`config.mk`:
```
export PLATFORM = sky130hd
export DESIGN_NAME = trusted_canonical_kmer_extractor
export DESIGN_NICKNAME = d
export VERILOG_FILES = /design/src/hdl/tcke_pkg.sv /design/src/hdl/trusted_canonical_kmer_extractor.sv /design/src/hdl/tcke_in_stage.sv /design/src/hdl/tcke_core.sv
export SDC_FILE = /design/constraint.sdc
export NUM_CORES = 1
export LEC_CHECK = 0
export ABC_AREA = 1
export ABC_CLOCK_PERIOD_IN_PS = 5710
export BUFFER_PORTS_ARGS = -buffer_cell sky130_fd_sc_hd__buf_2
export CAP_MARGIN = 10
export CORE_MARGIN = 4
export CORE_UTILIZATION = 35
export DETAILED_ROUTE_END_ITERATION = 12
export PLACE_DENSITY = 0.51
export SLEW_MARGIN = 5
export SYNTH_ARGS = -nofsm -noshare
export SYNTH_HDL_FRONTEND = slang
export SYNTH_SLANG_ARGS = --single-unit
```
`constraint.sdc`:
```
create_clock -name clk -period 5.71 [get_ports clk]
set_input_delay 1.142 -clock clk [delete_from_list [all_inputs] [get_ports clk]]
set_output_delay 1.142 -clock clk [all_outputs]
set_load 0.05 [all_outputs]
```
`src/hdl/tcke_pkg.sv`:
```
`timescale 1ns / 1ps
// ----------------------------------------------------------------------------
// tcke_pkg
// Shared types, constants and base decoding for the canonical k-mer extractor.
// ----------------------------------------------------------------------------
package tcke_pkg;

    localparam int BUCKET_BITS  = 8;
    localparam int MAX_KMER_LEN = 32;

    localparam int KMER_W   = 64;
    localparam int LANES    = KMER_W / 2;
    localparam int TRUST_W  = 32;
    localparam int KLEN_W   = 6;
    localparam int CHAR_W   = 8;
    localparam int BUCKET_W = 8;

    localparam logic [KLEN_W-1:0] KLEN_RESET = KLEN_W'(31);
    localparam logic [KLEN_W-1:0] KLEN_MAX   = KLEN_W'(MAX_KMER_LEN);
    localparam logic [KLEN_W-1:0] KLEN_MIN   = KLEN_W'(1);

    localparam logic [KMER_W-1:0] BUCKET_MASK = (KMER_W'(1) << BUCKET_BITS) - KMER_W'(1);

    // Base codes; bit 2 set marks a letter outside ACGT
    localparam logic [2:0] CODE_A   = 3'd0;
    localparam logic [2:0] CODE_C   = 3'd1;
    localparam logic [2:0] CODE_G   = 3'd2;
    localparam logic [2:0] CODE_T   = 3'd3;
    localparam logic [2:0] CODE_BAD = 3'd4;

    typedef struct packed {
        logic [CHAR_W-1:0] base_char;
        logic              base_error;
        logic              read_start;
    } base_item_t;

    function automatic logic [2:0] base_code(input logic [CHAR_W-1:0] ch);
        logic [2:0] code;
        case (ch)
            "A", "a": code = CODE_A;
            "C", "c": code = CODE_C;
            "G", "g": code = CODE_G;
            "T", "t": code = CODE_T;
            default:  code = CODE_BAD;
        endcase
        return code;
    endfunction

endpackage

```
`src/hdl/trusted_canonical_kmer_extractor.sv`:
```
`timescale 1ns / 1ps
// ----------------------------------------------------------------------------
// trusted_canonical_kmer_extractor
// Canonical 2-bit k-mer extractor with a base trust window.
// ----------------------------------------------------------------------------
// Input channel (in_valid/in_ready): one read base per item with its error
// flag and read-start mark. Output channel (out_valid/out_ready): exactly one
// result item per input item, in order: kmer_valid, canonical_kmer, bucket.
// cfg_wr_en/cfg_wr_data write the k-mer length; write only while idle.
// An accepted item sits in the input register and moves into the result
// register when the core takes it, which waits while a stalled result is
// held. Throughput is one item per cycle while the receiver takes results;
// the limit is the state update (k-mer shift, 64-bit compare, run counter).
// A stalled receiver holds the result register; the input register still
// takes one more item, after which in_ready drops until the result is taken.
// Reset sets k to 31 and clears the k-mers, run count and trust window.
// ----------------------------------------------------------------------------
module trusted_canonical_kmer_extractor (
    input  logic                           clk,
    input  logic                           rst_n,
    input  logic                           in_valid,
    output logic                           in_ready,
    input  logic [tcke_pkg::CHAR_W-1:0]    base_char,
    input  logic                           base_error,
    input  logic                           read_start,
    output logic                           out_valid,
    input  logic                           out_ready,
    output logic                           kmer_valid,
    output logic [tcke_pkg::KMER_W-1:0]    canonical_kmer,
    output logic [tcke_pkg::BUCKET_W-1:0]  bucket,
    input  logic                           cfg_wr_en,
    input  logic [tcke_pkg::KLEN_W-1:0]    cfg_wr_data
);
    import tcke_pkg::*;

    logic [KLEN_W-1:0] kmer_len_reg;
    logic [KLEN_W-1:0] kmer_len_next;
    base_item_t        item_in;
    base_item_t        item_held;
    logic              hold_valid;
    logic              take;

    assign kmer_len_next = cfg_wr_en ? cfg_wr_data : kmer_len_reg;

    always_ff @(posedge clk or negedge rst_n)
    begin
        if (!rst_n)
        begin
            kmer_len_reg <= KLEN_RESET;
        end
        else
        begin
            kmer_len_reg <= kmer_len_next;
        end
    end

    assign item_in.base_char  = base_char;
    assign item_in.base_error = base_error;
    assign item_in.read_start = read_start;

    tcke_in_stage u_in_stage (
        .clk        (clk),
        .rst_n      (rst_n),
        .in_valid   (in_valid),
        .in_ready   (in_ready),
        .item_in    (item_in),
        .take       (take),
        .hold_valid (hold_valid),
        .item_out   (item_held)
    );

    tcke_core u_core (
        .clk            (clk),
        .rst_n          (rst_n),
        .hold_valid     (hold_valid),
        .item           (item_held),
        .kmer_len       (kmer_len_reg),
        .take           (take),
        .out_valid      (out_valid),
        .out_ready      (out_ready),
        .kmer_valid     (kmer_valid),
        .canonical_kmer (canonical_kmer),
        .bucket         (bucket)
    );

endmodule

```
`src/hdl/tcke_in_stage.sv`:
```
`timescale 1ns / 1ps
// ----------------------------------------------------------------------------
// tcke_in_stage
// Input register: captures one base item and holds it until the core takes it.
// ----------------------------------------------------------------------------
module tcke_in_stage (
    input  logic               clk,
    input  logic               rst_n,
    input  logic               in_valid,
    output logic               in_ready,
    input  tcke_pkg::base_item_t item_in,
    input  logic               take,
    output logic               hold_valid,
    output tcke_pkg::base_item_t item_out
);
    import tcke_pkg::*;

    logic       hold_valid_reg;
    logic       hold_valid_next;
    base_item_t item_reg;
    logic       load;

    // Free slot, or the held item leaves this cycle
    assign in_ready = !hold_valid_reg || take;
    assign load     = in_valid && in_ready;

    always_comb
    begin
        hold_valid_next = hold_valid_reg;
        if (load)
        begin
            hold_valid_next = 1'b1;
        end
        else if (take)
        begin
            hold_valid_next = 1'b0;
        end
    end

    always_ff @(posedge clk or negedge rst_n)
    begin
        if (!rst_n)
        begin
            hold_valid_reg <= 1'b0;
        end
        else
        begin
            hold_valid_reg <= hold_valid_next;
        end
    end

    always_ff @(posedge clk)
    begin
        if (load)
        begin
            item_reg <= item_in;
        end
    end

    assign hold_valid = hold_valid_reg;
    assign item_out   = item_reg;

endmodule

```
`src/hdl/tcke_core.sv`:
```
`timescale 1ns / 1ps
// ----------------------------------------------------------------------------
// tcke_core
// K-mer state update and result register: shifts the base into the forward
// and reverse-complement k-mers, tracks run length and trust window, and
// registers the canonical k-mer for the output channel.
// ----------------------------------------------------------------------------
module tcke_core (
    input  logic                                 clk,
    input  logic                                 rst_n,
    input  logic                                 hold_valid,
    input  tcke_pkg::base_item_t                 item,
    input  logic [tcke_pkg::KLEN_W-1:0]          kmer_len,
    output logic                                 take,
    output logic                                 out_valid,
    input  logic                                 out_ready,
    output logic                                 kmer_valid,
    output logic [tcke_pkg::KMER_W-1:0]          canonical_kmer,
    output logic [tcke_pkg::BUCKET_W-1:0]        bucket
);
    import tcke_pkg::*;

    logic [KMER_W-1:0]  fwd_reg, fwd_next;
    logic [KMER_W-1:0]  rev_reg, rev_next;
    logic [KLEN_W-1:0]  run_reg, run_next;
    logic [TRUST_W-1:0] hist_reg, hist_next;

    logic                out_valid_reg, out_valid_next;
    logic                kmer_valid_reg, kmer_valid_next;
    logic [KMER_W-1:0]   canon_reg, canon_next;
    logic [BUCKET_W-1:0] bucket_reg, bucket_next;

    logic [KLEN_W-1:0]  k_eff;
    logic [KLEN_W-1:0]  k_top;
    logic [2:0]         code;
    logic               base_ok;
    logic [KMER_W-1:0]  fwd_cur, rev_cur, rev_shift, rev_ins, fmask, canon;
    logic [KLEN_W-1:0]  run_cur;
    logic [TRUST_W-1:0] hist_cur, tmask;
    logic               trust_ok;
    logic               emit;

    assign take = hold_valid && (!out_valid_reg || out_ready);

    always_comb
    begin
        // Out-of-range lengths clamp to 1..MAX_KMER_LEN
        if (kmer_len < KLEN_MIN)
        begin
            k_eff = KLEN_MIN;
        end
        else if (kmer_len > KLEN_MAX)
        begin
            k_eff = KLEN_MAX;
        end
        else
        begin
            k_eff = kmer_len;
        end
        k_top = k_eff - KLEN_W'(1);

        code    = base_code(item.base_char);
        base_ok = !code[2];

        fwd_cur  = item.read_start ? '0 : fwd_reg;
        rev_cur  = item.read_start ? '0 : rev_reg;
        run_cur  = item.read_start ? '0 : run_reg;
        hist_cur = item.read_start ? '0 : hist_reg;

        rev_shift = {2'b00, rev_cur[KMER_W-1:2]};
        for (int i = 0; i < LANES; i++)
        begin
            tmask[i]       = (KLEN_W'(i) < k_eff);
            fmask[2*i +: 2] = {2{tmask[i]}};
            // complement lands in lane k-1; stale upper bits are kept
            rev_ins[2*i +: 2] = (KLEN_W'(i) == k_top) ? ~code[1:0] : 2'b00;
        end

        // Trust bit enters whatever the letter
        hist_next = {hist_cur[TRUST_W-2:0], ~item.base_error};
        trust_ok  = &(hist_next | ~tmask);

        if (base_ok)
        begin
            fwd_next = ((fwd_cur << 2) | {{(KMER_W-2){1'b0}}, code[1:0]}) & fmask;
            rev_next = rev_shift | rev_ins;
            run_next = (run_cur < k_eff) ? run_cur + KLEN_W'(1) : run_cur;
            emit     = (run_next >= k_eff) && trust_ok;
        end
        else
        begin
            fwd_next = '0;
            rev_next = '0;
            run_next = '0;
            emit     = 1'b0;
        end

        canon           = (fwd_next < rev_next) ? fwd_next : rev_next;
        kmer_valid_next = emit;
        canon_next      = emit ? canon : '0;
        bucket_next     = BUCKET_W'(canon_next & BUCKET_MASK);

        out_valid_next = out_valid_reg;
        if (take)
        begin
            out_valid_next = 1'b1;
        end
        else if (out_ready)
        begin
            out_valid_next = 1'b0;
        end
    end

    always_ff @(posedge clk or negedge rst_n)
    begin
        if (!rst_n)
        begin
            fwd_reg       <= '0;
            rev_reg       <= '0;
            run_reg       <= '0;
            hist_reg      <= '0;
            out_valid_reg <= 1'b0;
        end
        else
        begin
            out_valid_reg <= out_valid_next;
            if (take)
            begin
                fwd_reg  <= fwd_next;
                rev_reg  <= rev_next;
                run_reg  <= run_next;
                hist_reg <= hist_next;
            end
        end
    end

    always_ff @(posedge clk)
    begin
        if (take)
        begin
            kmer_valid_reg <= kmer_valid_next;
            canon_reg      <= canon_next;
            bucket_reg     <= bucket_next;
        end
    end

    assign out_valid      = out_valid_reg;
    assign kmer_valid     = kmer_valid_reg;
    assign canonical_kmer = canon_reg;
    assign bucket         = bucket_reg;

endmodule

```
==> results of run 1 <==
metal layers:
metal	wire length, µm	GRT usage [%]	vias to the layer above
li1	-	-	5679
met1	18100	25.9	5428
met2	17000	28.4	222
met3	1620	2.27	49
met4	908	4.83	0
met5	0	0	-
logic make-up (layout without fill, tap and decap cells):
group | Yosys count | in the layout | synth area share, %
AO/OA/AOI/OAI | 308 | 308 | 12.7
buffers and inverters | 294 | 396 | 8.89
adder cells (fa/ha/maj) | 75 | 75 | 6.97
multiplexers | 1 | 1 | 0.0837
flip-flops | 243 | 243 | 48.0
AND/OR/NAND/NOR | 763 | 763 | 23.1
XOR/XNOR | 5 | 5 | 0.325
critical path, stage by stage (launching register included):
cell	delay [ns]
dfrtp_1	0.75
inv_2	0.24
nand2_2	0.17
nand2_2	0.16
inv_2	0.12
nor2_1	0.05
nor2_1	0.22
inv_1	0.14
nor2_1	0.22
nand2_1	0.09
nor2_1	0.28
a22oi_1	0.18
ha_1	0.36
nand4_1	0.13
nor3b_1	0.40
nand2_1	0.15
nor4_1	0.21
nand2_1	0.15
nand2_4	0.11
buf_12	0.19
buf_4	0.17
nand2_1	0.05
nand2_1	0.07
nor2_1	0.05
cell usage after synthesis, drive strengths merged:
cell       n
a2111oi    1
a211oi     7
a21boi     2
a21oi     48
a22o       1
a22oi     19
a31oi      2
a32o       2
buf       38
clkbuf    51
clkinv     3
dfrtp    164
dfstp      5
edfxtp    74
ha        75
inv      202
mux2       1
nand2    402
nand3     39
nand3b     1
nand4     13
nor2     248
nor2b      1
nor3      46
nor3b      4
nor4       8
o211ai     4
o21a       3
o21ai    191
o221a      1
o221ai     4
o22ai     20
o31ai      3
or2        1
xnor2      1
xor2       4
through the flow:
| step | hold slack, ns | cell area, µm² | utilization, % | setup slack, ns |
|---|---|---|---|---|
| 2_1_floorplan | 0.441 | 13500 | - | 1.46 |
| 3_3_place_gp | 0.464 | 14600 | 38.6 | 0.922 |
| 3_5_place_dp | 0.466 | 14600 | 38.6 | 0.868 |
| 4_1_cts | 0.484 | 15500 | 41.2 | 0.832 |
| 5_1_grt | 0.505 | 15500 | 41.2 | 0.433 |
| 6_report | 0.485 | 15500 | 41.2 | 0.785 |
cell usage in the layout (no fill, tap or decap), drive strengths merged:
master    instances
a2111oi           1
a211oi            7
a21boi            2
a21oi            48
a22o              1
a22oi            19
a31oi             2
a32o              2
buf             138
bufinv            4
clkbuf           34
clkinv           15
clkinvlp          3
dfrtp           164
dfstp             5
edfxtp           74
ha               75
inv             202
mux2              1
nand2           402
nand3            39
nand3b            1
nand4            13
nor2            248
nor2b             1
nor3             46
nor3b             4
nor4              8
o211ai            4
o21a              3
o21ai           191
o221a             1
o221ai            4
o22ai            20
o31ai             3
or2               1
xnor2             1
xor2              4
area by class of cell:
cell class | instances | area [µm²] | area share [%]
Sequential cell | 243 | 6460 | 41.5
Multi-Input combinational cell | 1152 | 5830 | 37.5
Timing Repair Buffer | 138 | 870 | 5.59
Inverter | 205 | 777 | 5.00
Clock buffer | 34 | 774 | 4.98
Tap cell | 511 | 639 | 4.11
Clock inverter | 19 | 195 | 1.26
worst max-delay path by stage:
stage / cells past startpoint / to / slack, ns / start
2_1_floorplan: 6 / u_core.bucket[0]$_SDFFCE_PN0P_ / 1.46 / out_ready
3_3_place_gp: 23 / u_core.canonical_kmer[63]$_SDFFCE_PN0P_ / 0.92 / kmer_len_reg[5]$_DFFE_PN0P_
3_5_place_dp: 22 / u_core.canonical_kmer[63]$_SDFFCE_PN0P_ / 0.87 / u_in_stage.item_out[9]$_DFFE_PP_
4_1_cts: 22 / u_core.canonical_kmer[63]$_SDFFCE_PN0P_ / 0.83 / u_in_stage.item_out[9]$_DFFE_PP_
5_1_grt: 23 / u_core.bucket[2]$_SDFFCE_PN0P_ / 0.43 / kmer_len_reg[5]$_DFFE_PN0P_
6_report: 23 / u_core.bucket[2]$_SDFFCE_PN0P_ / 0.78 / kmer_len_reg[5]$_DFFE_PN0P_
power groups by stage:
stage	Combinational, mW	Clock (mW)	Sequential (mW)
final	0.937	1.88	1.98
after global placement	0.935	0	2.01
after detailed placement	0.940	0	2.01
after floorplan	0.478	0	2.18
after global routing	1.03	2.02	1.99
after CTS	0.943	1.94	1.98
==> results_dict.tcl, run 1 <==
set metrics [dict create \
    outcome "finished clean" \
    ctsRootBufferMaster "clkbuf_16" \
    p_per_area_mw_per_mm2 309 \
    diodes 0 \
    whs_path_depth 2 \
    dieArea_mm2 0.0416 \
    vias 11378 \
    drv_slew 0 \
    max-cap-violations 0 \
    gp_congestion 0.907 \
    endpoint_kind "register" \
    wl_per_cell_um 16.4 \
    viasPerCell 4.94 \
    rsz0062_at_grt "no" \
    startpoint_type "register" \
    finalSetupTns_ns 0 \
    die_w_um 204 \
    postCtsSetupRepairBufs 0 \
    dp_cells 2249 \
    syn-num-nets 1785 \
    track_usage_pct 17.9 \
    grt_pass1_vias 10931 \
    path_class "register to register" \
    ys_seq_area_share_pct 48.0 \
    hold_viol_final 0 \
    drt.antenna.violating_nets 0 \
    worst_slew_pin_slew_ns 1.00 \
    p_leak_nw 7.37 \
    initial_core_util_pct 35.6 \
    crit_required_ns 6.02 \
    final_nets 1865 \
    ios 96 \
    worst_hold_path_type "register to register" \
    synth_top_cell_by_area "dfrtp_1" \
    cts_resized 0 \
    num_rows 71 \
    die_height_um 204 \
    cts_tree "built" \
    dp_hpwl_um 26800 \
    cts_max_level 1 \
    combPwrFrac_pct 19.5 \
    hold_start "u_core.rev_reg[58]$_DFFE_PN0P_" \
    syn_area_per_cell_um2 7.97 \
    sw_frac_of_total_pct 31.5 \
    synthDominantCellAreaShare_pct 30.5 \
    r2r_start "kmer_len_reg[5]$_DFFE_PN0P_" \
    slew_headroom_pct 33.0 \
    p_total_mw 4.80 \
    layout.cells.non_filler 2302 \
    min_period_over_period_pct 86.3 \
    reg2reg_depth 23 \
    grt_remaining_overflow 0 \
    fmax_mhz 203 \
    setup_viol 0 \
    ys_seq_elements 243 \
    drive_above_1_share_pct 12.6 \
    intPower_mw 3.28 \
    critical_path_arrival_ns 5.23 \
    synthCells 1689 \
    drt_iter0_markers 874 \
    syn2layout_area_growth_pct 15.5 \
    ctsHoldBuffers 0 \
    ys_warn_count 0 \
    p_seq_share_pct 41.2 \
    finalWirelength_um 37700 \
    dr.pass1.iters 5 \
    p_sw_mw 1.51 \
    cp_max_fo 35 \
    path_clk_slew_ns 0.06 \
    r2r_end "u_core.bucket[2]$_SDFFCE_PN0P_" \
    cts.sinks 243 \
    coreArea_mm2 0.0378 \
    r2r_slack_ns 0.78 \
    whs_endpoint "u_core.rev_reg[58]$_DFFE_PN0P_" \
    fin_worst_skew_ns 0.0145 \
    syn_area_mm2 0.0135 \
    grt_pass1_wl_um 60300 \
    power_frac_clock_pct 39.3 \
    io_buffers 94 \
    layout_min_cycle_time_ns 4.93 \
    grt_max_degree 168 \
    synth_area_leaders "dfrtp_1, edfxtp_1, nand2_1, ha_1, nor2_1" \
    n_fill_cell 3896 \
    antenna_found_initial 0 \
    ctsLongestPathBuffers 3 \
    ys_types 47 \
    clock_latency_ns 0.56 \
    drc_errors 0 \
    vdd_drop_max_uv 209 \
    cts_made_buffers 29 \
]
Power figures use the tool's default switching activity.
==> inputs of run 2 (changes only) <==
--- a/config.mk
+++ b/config.mk
@@ -10,9 +10,10 @@
 export BUFFER_PORTS_ARGS = -buffer_cell sky130_fd_sc_hd__buf_2
 export CAP_MARGIN = 10
 export CORE_MARGIN = 4
-export CORE_UTILIZATION = 35
+export CORE_UTILIZATION = 61
+export CTS_CLUSTER_SIZE = 12
 export DETAILED_ROUTE_END_ITERATION = 12
-export PLACE_DENSITY = 0.51
+export PLACE_DENSITY = 0.8
 export SLEW_MARGIN = 5
 export SYNTH_ARGS = -nofsm -noshare
 export SYNTH_HDL_FRONTEND = slang
==> results_dict.tcl, run 2 (synthesized netlist as in run 1, its figures left out) <==
set metrics [dict create \
    dp_hpwl_um 23600 \
    num_rows 54 \
    outcome "finished clean" \
    dieArea_mm2 0.0245 \
    mostFrequentLayoutCells "nand2_1, nor2_1, inv_1" \
    viasPerCell 5.74 \
    finalWirelength_um 34300 \
    clock_latency_ns 0.53 \
    cts.sinks 243 \
    fmax_mhz 187 \
    max-cap-violations 0 \
    wl_per_cell_um 16.8 \
    layout_min_cycle_time_ns 5.33 \
    r2r_end "u_core.canonical_kmer[18]$_SDFFCE_PN0P_" \
    postCtsSetupRepairBufs 0 \
    drt.antenna.violating_nets 0 \
    r2r_slack_ns 0.38 \
    drc_errors 0 \
    drv_slew 0 \
    diodes 0 \
    coreArea_mm2 0.0218 \
    gp_congestion 0.945 \
    antenna_found_initial 0 \
    sw_frac_of_total_pct 32.2 \
    power_frac_clock_pct 36.0 \
    p_seq_share_pct 44.1 \
    setup_viol 0 \
    reg2reg_depth 23 \
    dr.pass1.iters 6 \
    crit_required_ns 5.99 \
    startpoint "kmer_len_reg[1]$_DFFE_PN1P_" \
    final_nets 1841 \
    postPlaceCellArea_mm2 0.0141 \
    io_buffers 94 \
    min_period_over_period_pct 93.4 \
    ctsLongestPathBuffers 3 \
    track_usage_pct 28.4 \
    vdd_drop_max_uv 286 \
    worst_slew_pin_slew_ns 1.02 \
    ios 96 \
    cts_made_buffers 27 \
    finalSetupTns_ns 0 \
    grt_remaining_overflow 0 \
    hold_viol_final 0 \
    die_w_um 157 \
    dp_cells 1996 \
    die_height_um 157 \
    p_per_area_mw_per_mm2 300 \
    critical_path_arrival_ns 5.62 \
    drive_above_1_share_pct 11.0 \
    setup_ws_ns 0.376 \
    cp_max_fo 128 \
    ctsHoldBuffers 0 \
    intPower_mw 3.03 \
    r2r_start "kmer_len_reg[1]$_DFFE_PN1P_" \
    path_class "register to register" \
    worst_hold_path_type "register to register" \
    layout.cells.non_filler 2045 \
    syn2layout_area_growth_pct 10.6 \
    path_clk_slew_ns 0.06 \
    n_fill_cell 1753 \
    slew_headroom_pct 32.1 \
    initial_core_util_pct 61.9 \
    endpoint_kind "register" \
    drt_iter0_markers 1018 \
    startpoint_type "register" \
    rsz0062_at_grt "no" \
    grt_pass1_wl_um 56700 \
    layout_commonest_cell "nand2_1" \
    p_sw_mw 1.44 \
    p_leak_nw 7.17 \
    cts_max_level 1 \
    fin_worst_skew_ns 0.0129 \
    vias 11737 \
    grt_pass1_vias 11263 \
    cts_resized 0 \
    grt_max_degree 129 \
    cts_tree "built" \
    final_area_mm2 0.0149 \
    ctsRootBufferMaster "clkbuf_16" \
    cp-endpoint "u_core.canonical_kmer[18]$_SDFFCE_PN0P_" \
    combPwrFrac_pct 19.9 \
    p_total_mw 4.47 \
    preCtsSetupSlack_ns 0.646 \
]
==> run 2: cell count changes in the layout (fill, tap and decap cells not counted), moves of 2 or more <==
| cell | change |
|---|---|
| buf_4 | -19 |
| clkbuf_1 | +11 |
| clkbuf_16 | -2 |
| buf_12 | -3 |
| clkinvlp_4 | -3 |
| bufinv_16 | -4 |
| clkinv_1 | -6 |
==> run 2: worst min path at each step <==
stage,from,end,slack (ns),cells after the start
6_report,u_core.rev_reg[54]$_DFFE_PN0P_,u_core.rev_reg[54]$_DFFE_PN0P_,0.48,2
3_5_place_dp,u_core.hist_reg[30]$_DFFE_PN0P_,u_core.hist_reg[30]$_DFFE_PN0P_,0.47,2
2_1_floorplan,u_in_stage.item_out[1]$_DFFE_PP_,u_core.hist_reg[0]$_DFFE_PN0P_,0.44,1
4_1_cts,u_core.hist_reg[30]$_DFFE_PN0P_,u_core.hist_reg[30]$_DFFE_PN0P_,0.48,2
5_1_grt,u_core.rev_reg[49]$_DFFE_PN0P_,u_core.rev_reg[49]$_DFFE_PN0P_,0.50,2
3_3_place_gp,u_core.hist_reg[30]$_DFFE_PN0P_,u_core.hist_reg[30]$_DFFE_PN0P_,0.46,2
==> run 2: area by class of cell <==
type	instances	area (µm²)	share of cell area, %
Clock buffer	44	779	5.24
Clock inverter	5	25.0	0.168
Inverter	205	774	5.20
Multi-Input combinational cell	1152	5830	39.2
Sequential cell	243	6460	43.4
Tap cell	280	350	2.35
Timing Repair Buffer	116	667	4.48
==> run 2: per-layer routing <==
| metal | wire length, µm | vias to the layer above | part of all wire, % | track usage, % |
|---|---|---|---|---|
| li1 | - | 5633 | - | - |
| met1 | 14500 | 5542 | 42 | 39.6 |
| met2 | 16300 | 498 | 48 | 46.6 |
| met3 | 2660 | 64 | 7.8 | 4.15 |
| met4 | 799 | 0 | 2.3 | 8.14 |
| met5 | 0 | - | 0 | 0 |
==> run 2: worst max-delay path, stage by stage (launching register included) <==
cell and delay, ns:
dfstp_2 0.59, inv_2 0.09, nor2_1 0.43, inv_2 0.18
nand2_2 0.23, inv_2 0.08, nor2_1 0.09, nor2_1 0.09
inv_1 0.12, nand3_1 0.11, nor2_1 0.33, a22oi_1 0.20
ha_1 0.35, nand2_1 0.05, nor3_1 0.47, nor3b_1 0.38
nand2_1 0.14, nor4_1 0.19, nand2_1 0.13, nand2_4 0.08
buf_12 0.41, nand2_1 0.13, nand2_1 0.08, nor2_1 0.05
==> run 2: power by group through the flow <==
stage | logic, mW | registers, mW | clock network, mW
after floorplan | 0.478 | 2.18 | 0
after global placement | 0.860 | 2.00 | 0
after detailed placement | 0.877 | 2.00 | 0
after CTS | 0.882 | 1.97 | 1.63
after global routing | 0.967 | 1.98 | 1.72
final | 0.888 | 1.97 | 1.61
==> run 2: through the flow <==
step | hold slack [ns] | utilization (%)
floorplan | 0.441 | -
global placement | 0.464 | 64.7
detailed placement | 0.469 | 64.7
CTS | 0.483 | 68.4
global route | 0.501 | 68.4
finish | 0.484 | 68.4
==> inputs of run 3 (changes only) <==
--- a/config.mk
+++ b/config.mk
@@ -5,15 +5,14 @@
 export SDC_FILE = /design/constraint.sdc
 export NUM_CORES = 1
 export LEC_CHECK = 0
-export ABC_AREA = 1
 export ABC_CLOCK_PERIOD_IN_PS = 5710
 export BUFFER_PORTS_ARGS = -buffer_cell sky130_fd_sc_hd__buf_2
-export CAP_MARGIN = 10
+export CAP_MARGIN = 5
 export CORE_MARGIN = 4
 export CORE_UTILIZATION = 61
 export CTS_CLUSTER_SIZE = 12
 export DETAILED_ROUTE_END_ITERATION = 12
-export PLACE_DENSITY = 0.8
+export PLACE_DENSITY = 0.81
 export SLEW_MARGIN = 5
 export SYNTH_ARGS = -nofsm -noshare
 export SYNTH_HDL_FRONTEND = slang
==> results_dict.tcl, run 3 <==
set metrics [dict create \
    synth-edff-count 74 \
    hold_start "u_core.fwd_reg[12]$_DFFE_PN0P_" \
    setup_viol 0 \
    ys_warn_count 0 \
    track_usage_pct 29.4 \
    path_clk_slew_ns 0.06 \
    n_fill_cell 1687 \
    final_area_mm2 0.0149 \
    startpoint "kmer_len_reg[4]$_DFFE_PN1P_" \
    ys_types 66 \
    postPlaceCellArea_mm2 0.0141 \
    gp_congestion 0.968 \
    min_period_over_period_pct 92.6 \
    ios 96 \
    die_w_um 156 \
    die_height_um 156 \
    final_nets 1566 \
    antenna_found_initial 0 \
    cp_max_fo 64 \
    rsz0062_at_grt "no" \
    diodes 0 \
    cts_max_level 1 \
    fin_worst_skew_ns 0.0195 \
    grt_max_degree 106 \
    syn-num-nets 1512 \
    coreArea_mm2 0.0218 \
    ys_seq_area_share_pct 48.1 \
    path_class "register to register" \
    grt_pass1_vias 10815 \
    vdd_drop_max_uv 218 \
    ctsHoldBuffers 0 \
    synthArstFlopShare_pct 69.5 \
    io_buffers 94 \
    r2r_start "kmer_len_reg[4]$_DFFE_PN1P_" \
    synth_area_leaders "dfrtp_1, edfxtp_1, nand2_1, ha_1, o21ai_0" \
    drt.antenna.violating_nets 0 \
    initial_core_util_pct 61.7 \
    crit_required_ns 6.04 \
    cp-endpoint "u_core.canonical_kmer[51]$_SDFFCE_PN0P_" \
    worst_hold_path_type "register to register" \
    grt_remaining_overflow 0 \
    synthFlopType "dfrtp_1" \
    synthDominantCellAreaShare_pct 30.6 \
    endpoint_kind "register" \
    cts.sinks 243 \
    syn2layout_area_growth_pct 11.2 \
    synth_top_cell_by_area "dfrtp_1" \
    max-cap-violations 0 \
    synthCells 1416 \
    viasPerCell 6.37 \
    r2r_end "u_core.canonical_kmer[51]$_SDFFCE_PN0P_" \
    max_stage_delay_ns 0.59 \
    reg2reg_depth 15 \
    hold_viol_final 0 \
    slew_headroom_pct 34.4 \
    critical_path_arrival_ns 5.62 \
    cts_made_buffers 27 \
    p_leak_nw 6.73 \
    postCtsSetupRepairBufs 0 \
    ys_seq_elements 243 \
    layout_commonest_cell "nand2_1" \
    vias 11279 \
    cts_tree "built" \
    syn_area_mm2 0.0134 \
    p_per_area_mw_per_mm2 267 \
    drt_iter0_markers 1407 \
    cts_resized 0 \
    clock_latency_ns 0.55 \
    crit_top_cell "a21oi_1" \
    grt_pass1_wl_um 57800 \
    drc_errors 0 \
    dr.pass1.iters 5 \
    path_cells "or4_1 > a21oi_2 > nand4_1 > nor4_1 > buf_4 > a21oi_1 > ha_1 > a211oi_1 > o21ai_0 > a221oi_1 > o221ai_1 > o31ai_4 > buf_12 > nand3_1 > a21oi_1" \
    worst_slew_pin_slew_ns 0.985 \
    synth.most_common_cell "nand2_1" \
    outcome "finished clean" \
    syn_area_per_cell_um2 9.49 \
    finalSetupTns_ns 0 \
    synth_commonest_cells "nand2_1, dfrtp_1, o21ai_0, clkbuf_1" \
    dieArea_mm2 0.0245 \
    ctsLongestPathBuffers 3 \
    wl_per_cell_um 20.3 \
    drive_above_1_share_pct 15.2 \
    cp_slowest_cell "a221oi_1" \
    mostFrequentLayoutCells "nand2_1, dfrtp_1, o21ai_0" \
    startpoint_type "register" \
    layout_min_cycle_time_ns 5.29 \
    r2r_slack_ns 0.42 \
    dp_hpwl_um 25200 \
    drv_slew 0 \
    num_rows 54 \
    fmax_mhz 189 \
    finalWirelength_um 36000 \
    ctsRootBufferMaster "clkbuf_16" \
]
-- run 3: cell count changes after synthesis, moves of 25 or more --
cell      change
a22oi_1      +33
a21oi_1      +27
inv_1       -160
a21o_1       +49
clkbuf_1     +26
nor2_1      -195
o21ai_0      -60
mux2_2       +25
and3_1       +55
nand2_1     -138
-- run 3: worst min-delay path by stage --
stage / end / slack (ns) / cells past startpoint
final: u_core.fwd_reg[12]$_DFFE_PN0P_ / 0.47 / 2
after global routing: u_core.fwd_reg[23]$_DFFE_PN0P_ / 0.48 / 2
after CTS: u_core.fwd_reg[23]$_DFFE_PN0P_ / 0.47 / 2
after detailed placement: u_core.fwd_reg[28]$_DFFE_PN0P_ / 0.45 / 2
after global placement: u_core.fwd_reg[52]$_DFFE_PN0P_ / 0.45 / 2
after floorplan: u_core.fwd_reg[0]$_DFFE_PN0P_ / 0.44 / 2
-- run 3: metal layers --
layer,share of wire (%),up-vias,GRT usage [%]
met3,8.2,102,5.50
met4,3.9,0,10.6
met5,0,-,0
li1,-,5248,-
met1,41,5414,40.8
met2,47,515,46.7
-- run 3: kinds of logic after synthesis --
group	count (synthesis)	share of synthesized area, %
xor gates and xnor gates	6	0.391
and+or+nand+nor	538	18.9
AOI/OAI and AO/OA	392	19.0
DFF	243	48.1
muxes	26	2.18
buffers and inverters	136	4.47
adders and majority gates	75	6.99
-- run 3: cell type report --
| cell class | instances | area [µm²] | area share, % |
|---|---|---|---|
| clock buffers | 41 | 778 | 5.21 |
| clock inverters | 9 | 51.3 | 0.344 |
| inverters | 28 | 108 | 0.721 |
| multi-input cells | 1037 | 6390 | 42.8 |
| flip-flops and latches | 243 | 6460 | 43.2 |
| well taps | 280 | 350 | 2.35 |
| repair buffers | 133 | 795 | 5.32 |
-- run 3: critical path: cells and delay by family (launching register included) --
family                   cells  cell delay (ns)
AO/OA/AOI/OAI                8             2.39
adder cells (fa/ha/maj)      1             0.37
buffers and inverters        2             0.48
flip-flops                   1             0.44
AND/OR/NAND/NOR              4             1.33
-- run 3: per-stage QoR --
step                      setup slack [ns]  hold WS, ns  power [mW]  util [%]  cells
after floorplan                       1.00        0.438        2.22         -   1416
after global placement               0.772        0.449        2.36      64.8   1721
after detailed placement             0.601        0.453        2.37      64.8   1721
after CTS                            0.580        0.468        3.99      68.6   1771
after global routing                 0.227        0.485        4.12      68.6   1771
final                                0.423        0.471        3.99      68.6   1771
-- run 3: power by group --
part | leakage (nW) | switching (mW) | internal [mW]
clock | 0.413 | 0.703 | 0.939
sequential | 3.08 | 0.0266 | 1.84
combinational | 3.24 | 0.377 | 0.0968
